`src/rtl/bpa_pkg.sv`:
```
package bpa_pkg;

  // page map storage geometry
  localparam int WORD_BITS = 64;
  localparam int DEF_NUM_PAGES = 4096;
  localparam logic [12:0] LIMIT_RESET = 13'd4096;

  typedef enum logic [1:0] {
    OP_ALLOC   = 2'd0,
    OP_RELEASE = 2'd1,
    OP_MARK    = 2'd2,
    OP_NONE    = 2'd3
  } op_t;

  typedef enum logic [2:0] {
    S_IDLE,
    S_DISPATCH,
    S_SCAN,
    S_WAIT,
    S_URD,
    S_UWR,
    S_DONE
  } state_t;

  // commands from controller to datapath
  typedef struct packed {
    logic load_item;
    logic scan_init1;
    logic scan_init2;
    logic rd_word;
    logic latch_word;
    logic step;
    logic upd_rd;
    logic upd_wr;
    logic upd_next;
    logic finish;
  } cmd_t;

  // status from datapath to controller
  typedef struct packed {
    op_t  op;
    logic at_end;
    logic word_ok;
    logic found;
    logic pass2;
    logic range_empty;
    logic last_word;
    logic out_free;
  } sts_t;

endpackage

```
`src/rtl/bpa_ctrl.sv`:
```
module bpa_ctrl (
  input  logic          clk,
  input  logic          rst,
  input  logic          in_valid,
  output logic          in_stall,
  input  bpa_pkg::sts_t sts,
  output bpa_pkg::cmd_t cmd
);
  import bpa_pkg::*;

  state_t state, state_next;

  always_ff @(posedge clk) begin
    if (rst) begin
      state <= S_IDLE;
    end else begin
      state <= state_next;
    end
  end

  // next state
  always_comb begin
    state_next = state;
    unique case (state)
      S_IDLE: begin
        if (in_valid) state_next = S_DISPATCH;
      end
      S_DISPATCH: begin
        unique case (sts.op)
          OP_ALLOC: state_next = S_SCAN;
          OP_RELEASE, OP_MARK: state_next = sts.range_empty ? S_DONE : S_URD;
          default: state_next = S_DONE;
        endcase
      end
      S_SCAN: begin
        priority if (sts.at_end) begin
          if (sts.pass2) state_next = S_DONE;
        end else if (!sts.word_ok) begin
          state_next = S_WAIT;
        end else if (sts.found) begin
          state_next = S_URD;
        end
      end
      S_WAIT: state_next = S_SCAN;
      S_URD: state_next = S_UWR;
      S_UWR: state_next = sts.last_word ? S_DONE : S_URD;
      S_DONE: begin
        if (sts.out_free) state_next = S_IDLE;
      end
      default: state_next = S_IDLE;
    endcase
  end

  // outputs
  always_comb begin
    cmd = '0;
    in_stall = 1'b1;
    unique case (state)
      S_IDLE: begin
        in_stall = 1'b0;
        cmd.load_item = in_valid;
      end
      S_DISPATCH: begin
        cmd.scan_init1 = (sts.op == OP_ALLOC);
      end
      S_SCAN: begin
        priority if (sts.at_end) begin
          cmd.scan_init2 = !sts.pass2;
        end else if (!sts.word_ok) begin
          cmd.rd_word = 1'b1;
        end else begin
          cmd.step = 1'b1;
        end
      end
      S_WAIT: cmd.latch_word = 1'b1;
      S_URD: cmd.upd_rd = 1'b1;
      S_UWR: begin
        cmd.upd_wr = 1'b1;
        cmd.upd_next = !sts.last_word;
      end
      S_DONE: cmd.finish = sts.out_free;
      default: cmd = '0;
    endcase
  end

endmodule

```
`config.mk`:
```
export PLATFORM = sky130hd
export DESIGN_NAME = bpa_ctrl
export DESIGN_NICKNAME = d
export VERILOG_FILES = /design/src/rtl/bpa_pkg.sv /design/src/rtl/bpa_ctrl.sv
export SDC_FILE = /design/constraint.sdc
export NUM_CORES = 1
export LEC_CHECK = 0
export BUFFER_PORTS_ARGS = -buffer_cell sky130_fd_sc_hd__buf_2
export CAP_MARGIN = 20
export CELL_PAD_IN_SITES_DETAIL_PLACEMENT = 0
export CELL_PAD_IN_SITES_GLOBAL_PLACEMENT = 1
export CORE_UTILIZATION = 27
export DETAILED_ROUTE_END_ITERATION = 6
export PLACE_DENSITY_LB_ADDON = 0.3
export SYNTH_ARGS = -nofsm -noshare
export SYNTH_HDL_FRONTEND = slang
export SYNTH_SLANG_ARGS = --single-unit
```
`constraint.sdc`:
```
create_clock -name clk -period 1.7 [get_ports clk]
set_clock_uncertainty 0.2 [all_clocks]
set_input_delay 0.085 -clock clk [delete_from_list [all_inputs] [get_ports clk]]
set_output_delay 0.085 -clock clk [all_outputs]
set_load 0.005 [all_outputs]
```
==> flow_metrics.env, run 1 <==
export IMPL_critPathLaunchType="register"
export IMPL_place_area_um2=519
export IMPL_status="finished, final reports clean"
export IMPL_synth_seq_cells=3
export IMPL_seq_power_share=0.202
export IMPL_timing_critical_path_from="state[2]"
export IMPL_tns_ns=0
export IMPL_final_cell_mix="22 x buf_2, 7 x inv_1"
export IMPL_largest_reg_flops=3
export IMPL_slowest_stage="dfxtp_1"
export IMPL_arrival_ns=1.47
export IMPL_drv_cap=0
export IMPL_dp_hpwl_um=734
export IMPL_grt_max_degree=9
export IMPL_largestRegisters="state x3"
export IMPL_layout_drive_gt1_share=0.429
export IMPL_tightest_slew_ns=0.228
export IMPL_cts_root_buffer="clkbuf_4"
export IMPL_synth_xor_area_share=0
export IMPL_layout_commonest_cell="buf_2"
export IMPL_power_density_mw_per_mm2=1390
export IMPL_insertion_delay_ns=0.24
export IMPL_cp_required_ns=1.62
export IMPL_path_cells="or3_4 -> nand2b_1 -> o2111ai_2 -> o311a_1"
export IMPL_rows=13
export IMPL_drc=0
export IMPL_hp_class="primary input to register"
export IMPL_area_growth_pct=44.4
export IMPL_synth_edff_count=0
export IMPL_drtPass1Iterations=4
export IMPL_place_inst=86
export IMPL_finalSetupViolCount=0
export IMPL_slew_limit_headroom=0.846
export IMPL_r2r_start="state[2]"
export IMPL_async_flop_share=0
export IMPL_synth_top_family_by_area="simple AND/OR/NAND/NOR gates"
export IMPL_ys_warnings_count=0
export IMPL_max_stage_delay_ns=0.42
export IMPL_internal_power_mw=0.471
export IMPL_instances_no_fill=92
export IMPL_post_cts_buffers=0
export IMPL_worstPathMaxFanout=6
export IMPL_clk_pin_slew_worst_paths_ns=0.04
export IMPL_netlist_area_um2=392
export IMPL_rsz0062_at_grt="false"
export IMPL_initial_core_util=0.297
export IMPL_vias=417
export IMPL_grt_ovfl_total=0
export IMPL_cts_buffers=3
export IMPL_synthAdderAreaFrac=0.0958
export IMPL_synth_compound_area_frac=0.214
export IMPL_ctsLongestPathBuffers=2
export IMPL_endpoint_kind="register"
export IMPL_grt_pass1_vias=320
export IMPL_syn_instance_count=49
export IMPL_port_buffers=22
export IMPL_fin_area_um2=566
export IMPL_grt_pass1_wl_mm=1.35
export IMPL_synth_simple_area_share=0.409
export IMPL_nets=93
export IMPL_gp_congestion=0.679
export IMPL_core_area_mm2=0.00132
export IMPL_netSwitchingPower_mw=0.313
export IMPL_clock_sinks=3
export IMPL_switching_share=0.399
export IMPL_pwr_share_clk=0.164
export IMPL_io_pins=23
export IMPL_irDropWorstVdd_uv=441
export IMPL_synth_yosys_seq_area_share=0.153
export IMPL_cts_resized=0
export IMPL_synthDistinctLibCells=30
export IMPL_max_freq_mhz=645
export IMPL_tritoncts="yes"
export IMPL_dr_first_iter_drc_count=7
export IMPL_die_area_mm2=0.00161
export IMPL_synthMuxAreaShare=0
export IMPL_grt_usage=0.127
export IMPL_antenna_found_initial=0
export IMPL_finalCriticalPeriod_ns=1.55
export IMPL_vias_per_cell=4.53
export IMPL_die_y_um=40.1
export IMPL_combPwrFrac=0.635
export IMPL_cts_max_level=1
export IMPL_holdCritStartpoint="sts[5]"
export IMPL_leakage_nw=0.328
export IMPL_finalHoldViolCount=0
export IMPL_finalWirelength_um=915
export IMPL_die_w_um=40.1
export IMPL_slew_viol_final=0
export IMPL_antenna_left=0
export IMPL_antenna_cells=0
export IMPL_crit_type="register to register"
export IMPL_syn_area_per_cell_um2=7.99
export IMPL_wl_per_cell_um=9.95
export IMPL_p_total_mw=0.783
export IMPL_syn_nets=64
export IMPL_regMostFlops="state"
export IMPL_synth_ff_type="dfxtp_1"
export IMPL_min_period_over_period=0.912
-- per-layer routing --
metal  track usage  wire length (um)  vias to the layer above
met5             0                 0                        -
met4        0.0259                 0                        0
met3        0.0556                79                        0
met2         0.198               407                       18
met1         0.162               428                      172
li1              -                 -                      227
-- power groups by stage --
stage | Sequential (mW) | Combinational (mW) | Clock (mW)
floorplan | 0.129 | 0.389 | 0
global placement | 0.156 | 0.499 | 0
detailed placement | 0.159 | 0.500 | 0
CTS | 0.159 | 0.505 | 0.131
global route | 0.162 | 0.563 | 0.145
finish | 0.158 | 0.497 | 0.128
-- area by class of cell --
type	instances	area (um2)
Multi-Input combinational cell	36	282
Inverter	7	26.3
Tap cell	15	18.8
Clock buffer	4	26.3
Timing Repair Buffer	27	153
Sequential cell	3	60.1
Fill cell	150	752
-- final timing paths --
kind	end	slack, ns	cells after the start
worst max-delay path	state[1]	0.15	4
worst min-delay path	state[0]	0.04	3
worst max register to register	state[1]	0.15	4
worst min register to register	state[2]	0.50	3
-- kinds of logic (layout without fill, tap and decap cells) --
| kind of cell | count (synthesis) | after routing |
|---|---|---|
| AO/OA/AOI/OAI | 11 | 11 |
| AND/OR/NAND/NOR | 22 | 22 |
| adder cells (fa/ha/maj) | 3 | 3 |
| buffers and inverters | 10 | 38 |
| flip-flops | 3 | 3 |
-- synth_stat cells, types with 2 or more instances --
library cell  count  share of area
o21ai_0           3          0.038
nor3_1            2          0.026
nand2_1           2          0.019
nor2b_1           2          0.032
ha_1              3          0.096
nor2_1            2          0.019
nand2b_1          2          0.032
dfxtp_1           3           0.15
nand3b_1          3          0.058
inv_1             7          0.067
-- critical path, delay by kind of cell, from the launching register on --
kind	cells	cell delay, ns
DFF	1	0.42
and+or+nand+nor	2	0.31
AOI/OAI and AO/OA	2	0.51
-- per-stage QoR --
stage	hold slack, ns	setup WS [ns]	util
after floorplan	-0.0378	0.248	-
after global placement	0.118	0.182	0.394
after detailed placement	0.113	0.160	0.394
after CTS	0.0398	0.151	0.429
after global routing	0.0585	0.0622	0.429
final	0.0426	0.150	0.429
-- what timing repair did --
| action | CTS | global route |
|---|---|---|
| setup endpoints to repair | 0 | 0 |
| hold endpoints to repair | 3 | 0 |
| hold buffers | 2 | 0 |
Power figures use the tool's default switching activity.
==> inputs of run 2 (changes only) <==
GPL_TIMING_DRIVEN = 0   (was default)
==> run 2 against run 1 <==
  * Clock-buffer cell count did not move
  * Via count rose by 3.4%
  * Highest routed layer unchanged
  * Non-clock buffer count did not move
  * Combinational power rose by 5.2%
  * Wire length fell by 5.6%
  * Register-to-register slack barely moved
  * First-iteration DRC count fell by 14%
==> flow_metrics.env, run 2 (same netlist as run 1, synthesis figures left out) <==
export IMPL_cp_required_ns=1.61
export IMPL_path_cells="buf_4 -> nor2b_4 -> nand3b_2 -> o2111ai_2 -> o311a_1"
export IMPL_netSwitchingPower_mw=0.305
export IMPL_final_cell_mix="23 x buf_2, 7 x inv_1"
export IMPL_combPwrFrac=0.672
export IMPL_min_period_over_period=0.911
export IMPL_final_seq_area_um2=60.1
export IMPL_vias=431
export IMPL_io_pins=23
export IMPL_insertion_delay_ns=0.23
export IMPL_status="finished, final reports clean"
export IMPL_max_stage_delay_ns=0.38
export IMPL_fin_util=0.430
export IMPL_internal_power_mw=0.473
export IMPL_slew_viol_final=0
export IMPL_ctsLongestPathBuffers=2
export IMPL_dp_hpwl_um=679
export IMPL_multi_input_area_um2=282
export IMPL_place_area_um2=520
export IMPL_reg2reg_depth=5
export IMPL_drtPass1Iterations=4
export IMPL_crit_type="register to register"
export IMPL_hp_class="primary input to register"
export IMPL_rows=13
export IMPL_cts_root_buffer="clkbuf_4"
export IMPL_rsz0062_at_grt="false"
export IMPL_area_growth_pct=44.7
export IMPL_fillers=156
export IMPL_largest_reg_flops=3
export IMPL_port_buffers=22
export IMPL_slew_limit_headroom=0.843
export IMPL_timing_critical_path_from="state[1]"
export IMPL_worstPathMaxFanout=10
export IMPL_pwr_share_clk=0.156
export IMPL_antenna_left=0
export IMPL_drc=0
export IMPL_path_depth=5
export IMPL_grt_usage=0.129
export IMPL_finalWirelength_um=864
export IMPL_dr_first_iter_drc_count=6
export IMPL_initial_core_util=0.297
export IMPL_die_area_mm2=0.00161
export IMPL_regMostFlops="state"
export IMPL_finalHoldViolCount=0
export IMPL_nets=93
export IMPL_antenna_cells=0
export IMPL_cts_max_level=1
export IMPL_fin_area_um2=567
export IMPL_timing_final_ws_setup_ns=0.152
export IMPL_finalSetupViolCount=0
export IMPL_clock_sinks=3
export IMPL_gp_congestion=0.679
export IMPL_critical_path_buf_inv_count=1
export IMPL_grt_pass1_wl_mm=1.35
export IMPL_power_density_mw_per_mm2=1370
export IMPL_cts_resized=0
export IMPL_layout_drive_gt1_share=0.429
export IMPL_grt_ovfl_total=0
export IMPL_arrival_ns=1.45
export IMPL_leakage_nw=0.329
export IMPL_wl_per_cell_um=9.39
export IMPL_r2r_start="state[1]"
export IMPL_holdPathStages=3
export IMPL_hold_slack_ns=0.0350
export IMPL_holdCritStartpoint="sts[5]"
export IMPL_vias_per_cell=4.68
export IMPL_endpoint_kind="register"
export IMPL_layout_commonest_cell="buf_2"
export IMPL_drv_cap=0
export IMPL_irDropWorstVdd_uv=402
export IMPL_finalCriticalPeriod_ns=1.55
export IMPL_max_freq_mhz=646
export IMPL_slowest_stage="o311a_1"
export IMPL_tns_ns=0
export IMPL_preCtsSetupSlack_ns=0.151
export IMPL_die_y_um=40.1
export IMPL_antenna_found_initial=0
export IMPL_clk_pin_slew_worst_paths_ns=0.04
export IMPL_tightest_slew_ns=0.232
export IMPL_switching_share=0.392
export IMPL_cp_top_family="compound AO/OA/AOI/OAI gates"
export IMPL_seq_power_share=0.171
export IMPL_grt_pass1_vias=353
export IMPL_cts_buffers=3
export IMPL_critPathLaunchType="register"
export IMPL_largestRegisters="state x3"
export IMPL_core_area_mm2=0.00132
export IMPL_grt_max_degree=11
export IMPL_die_w_um=40.1
export IMPL_tritoncts="yes"
run 2: layout make-up:
cell class | count | area share
timing repair buffer | 24 | 0.230
tap | 15 | 0.0331
multi-input combinational | 36 | 0.497
sequential | 3 | 0.106
clock buffer | 4 | 0.0464
inverter | 7 | 0.0464
buffer | 3 | 0.0419
run 2: power groups by stage:
stage | clock network, mW | logic, mW | registers (mW)
after floorplan | 0 | 0.389 | 0.129
after global placement | 0 | 0.526 | 0.133
after detailed placement | 0 | 0.529 | 0.135
after CTS | 0.125 | 0.535 | 0.134
after global routing | 0.134 | 0.593 | 0.137
final | 0.122 | 0.523 | 0.133
run 2: worst reg2reg max path, delay by kind of cell (launching register included):
kind	cells	cell delay (ns)
flip-flops	1	0.31
AND/OR/NAND/NOR	2	0.23
buffers and inverters	1	0.17
AO/OA/AOI/OAI	2	0.54
run 2: metal layers:
| metal | track usage | up-vias | part of all wire |
|---|---|---|---|
| li1 | - | 228 | - |
| met1 | 0.152 | 185 | 0.45 |
| met2 | 0.206 | 18 | 0.46 |
| met3 | 0.0333 | 0 | 0.082 |
| met4 | 0.0776 | 0 | 0 |
| met5 | 0 | - | 0 |
run 2: through the flow:
step           std cells  power, mW
2_1_floorplan         49      0.518
3_3_place_gp          86      0.659
3_5_place_dp          86      0.664
4_1_cts               92      0.794
5_1_grt               92      0.864
6_report              92      0.779
run 2: worst paths after layout:
kind	end	slack, ns
setup / recovery	state[1]	0.15
hold reg to reg	state[0]	0.52
setup reg to reg	state[1]	0.15
hold / removal	state[0]	0.04
run 2: repair_timing:
item / CTS / global route
setup endpoints to repair: 0 / 0
hold buffers: 2 / 0
setup buffers: 0 / 0
hold endpoints to repair: 3 / 0
==> inputs of run 3 (changes only) <==
CORE_UTILIZATION = 29   (was 27)
clock period = 1.8 ns   (was 1.7 ns; I/O delays follow)
==> run 3 against run 2 <==
  * The flow now finishes with violations (hold timing)
  * Sequential share of layout area grew 0.21 points
  * Die area shrank 6.6%
  * Utilization grew 3.8 points
==> flow_metrics.env, run 3 (same netlist as run 1, synthesis figures left out) <==
export IMPL_irDropWorstVdd_uv=500
export IMPL_drv_cap=0
export IMPL_crit_path_end="cmd[1]"
export IMPL_cts_root_buffer="clkbuf_4"
export IMPL_dr_first_iter_drc_count=5
export IMPL_largest_reg_flops=3
export IMPL_tightest_slew_ns=0.204
export IMPL_vias_per_cell=4.58
export IMPL_slew_limit_headroom=0.862
export IMPL_min_period_over_period=0.848
export IMPL_finalWirelength_um=847
export IMPL_layout_commonest_cell="buf_2"
export IMPL_r2r_start="state[1]"
export IMPL_clk_pin_slew_worst_paths_ns=0.04
export IMPL_final_cell_mix="23 x buf_2, 7 x inv_1"
export IMPL_drtPass1Iterations=4
export IMPL_violations="hold timing"
export IMPL_tns_ns=0
export IMPL_cts_buffers=3
export IMPL_leakage_nw=0.325
export IMPL_hold_slack_ns=-0.00276
export IMPL_tritoncts="yes"
export IMPL_power_density_mw_per_mm2=1320
export IMPL_dp_hpwl_um=672
export IMPL_place_inst=85
export IMPL_layout_drive_gt1_share=0.434
export IMPL_finalHoldViolCount=1
export IMPL_die_y_um=38.8
export IMPL_reg2reg_depth=5
export IMPL_antenna_left=0
export IMPL_grt_max_degree=11
export IMPL_die_w_um=38.8
export IMPL_status="finished with violations"
export IMPL_crit_type="register to output pin"
export IMPL_slew_viol_final=0
export IMPL_finalSetupViolCount=0
export IMPL_antenna_found_initial=0
export IMPL_cts_max_level=1
export IMPL_hp_class="primary input to register"
export IMPL_critPathLaunchType="register"
export IMPL_holdCritStartpoint="sts[0]"
export IMPL_drc=0
export IMPL_nets=92
export IMPL_worstReg2RegEnd="state[1]"
export IMPL_rows=12
export IMPL_finalCriticalPeriod_ns=1.53
export IMPL_cp_required_ns=1.51
export IMPL_arrival_ns=1.24
export IMPL_ff2ff_setup_slack_ns=0.28
export IMPL_clock_sinks=3
export IMPL_initial_core_util=0.330
export IMPL_timing_critical_path_from="state[2]"
export IMPL_area_growth_pct=41.9
export IMPL_insertion_delay_ns=0.23
export IMPL_fin_area_um2=556
export IMPL_vias=412
export IMPL_max_freq_mhz=655
export IMPL_io_pins=23
export IMPL_port_buffers=22
export IMPL_timing_final_ws_setup_ns=0.273
export IMPL_grt_usage=0.136
export IMPL_wl_per_cell_um=9.41
export IMPL_endpoint_kind="output pin"
export IMPL_die_area_mm2=0.00150
export IMPL_instances_no_fill=90
export IMPL_worstPathMaxFanout=10
export IMPL_grt_pass1_wl_mm=1.39
export IMPL_antenna_cells=0
export IMPL_gp_congestion=0.742
export IMPL_grt_pass1_vias=354
export IMPL_p_total_mw=0.732
export IMPL_grt_ovfl_total=0
export IMPL_largestRegisters="state x3"
export IMPL_rsz0062_at_grt="false"
export IMPL_ctsLongestPathBuffers=2
export IMPL_place_area_um2=519
export IMPL_regMostFlops="state"
export IMPL_preCtsSetupSlack_ns=0.282
export IMPL_core_area_mm2=0.00119
==> run 3: changes by cell type in the layout (fill, tap and decap cells not counted), sizes merged <==
cell         before  now
dlygate4sd3       2    1
==> run 3: worst min path at each step <==
stage / end / slack (ns) / cells after the start
floorplan: state[0] / -0.03 / 1
global placement: state[0] / 0.11 / 2
detailed placement: state[0] / 0.11 / 2
CTS: state[2] / 0.003 / 3
global route: state[2] / 0.02 / 3
finish: state[2] / -0.003 / 3
==> run 3: per-layer routing <==
| metal | GRT usage | wire [um] |
|---|---|---|
| met5 | 0 | 0 |
| met4 | 0.0776 | 0 |
| met3 | 0.0347 | 48 |
| met2 | 0.217 | 369 |
| met1 | 0.162 | 429 |
==> run 3: where the power goes <==
part | switching [mW] | internal (mW) | total, mW
clock network | 0.0322 | 0.0829 | 0.115
logic | 0.229 | 0.263 | 0.492
registers | 0.0247 | 0.100 | 0.125
total | 0.286 | 0.446 | 0.732
==> run 3: cell type report <==
cell class	instances	area (um2)
fillers	125	631
multi-input cells	36	282
repair buffers	23	120
flip-flops and latches	3	60.1
clock buffers	4	26.3
inverters	7	26.3
plain buffers	3	23.8
well taps	14	17.5
==> run 3: worst max-delay path: stages, from the launching register on <==
cell	delay, ns
dfxtp_1	0.37
buf_2	0.22
and3b_1	0.18
nor2b_1	0.12
buf_2	0.11
==> run 3: timing repair <==
action,CTS,global route
buffers inserted,0,0
endpoints found under the hold margin,3,0
resized for setup,0,0
hold buffers,1,0
endpoints found under the setup margin,0,0
==> run 3: stage by stage <==
stage                     utilization  hold WS [ns]
after floorplan                     -       -0.0328
after global placement          0.438         0.109
after detailed placement        0.438         0.112
after CTS                       0.468       0.00273
after global routing            0.468        0.0226
final                           0.468      -0.00276
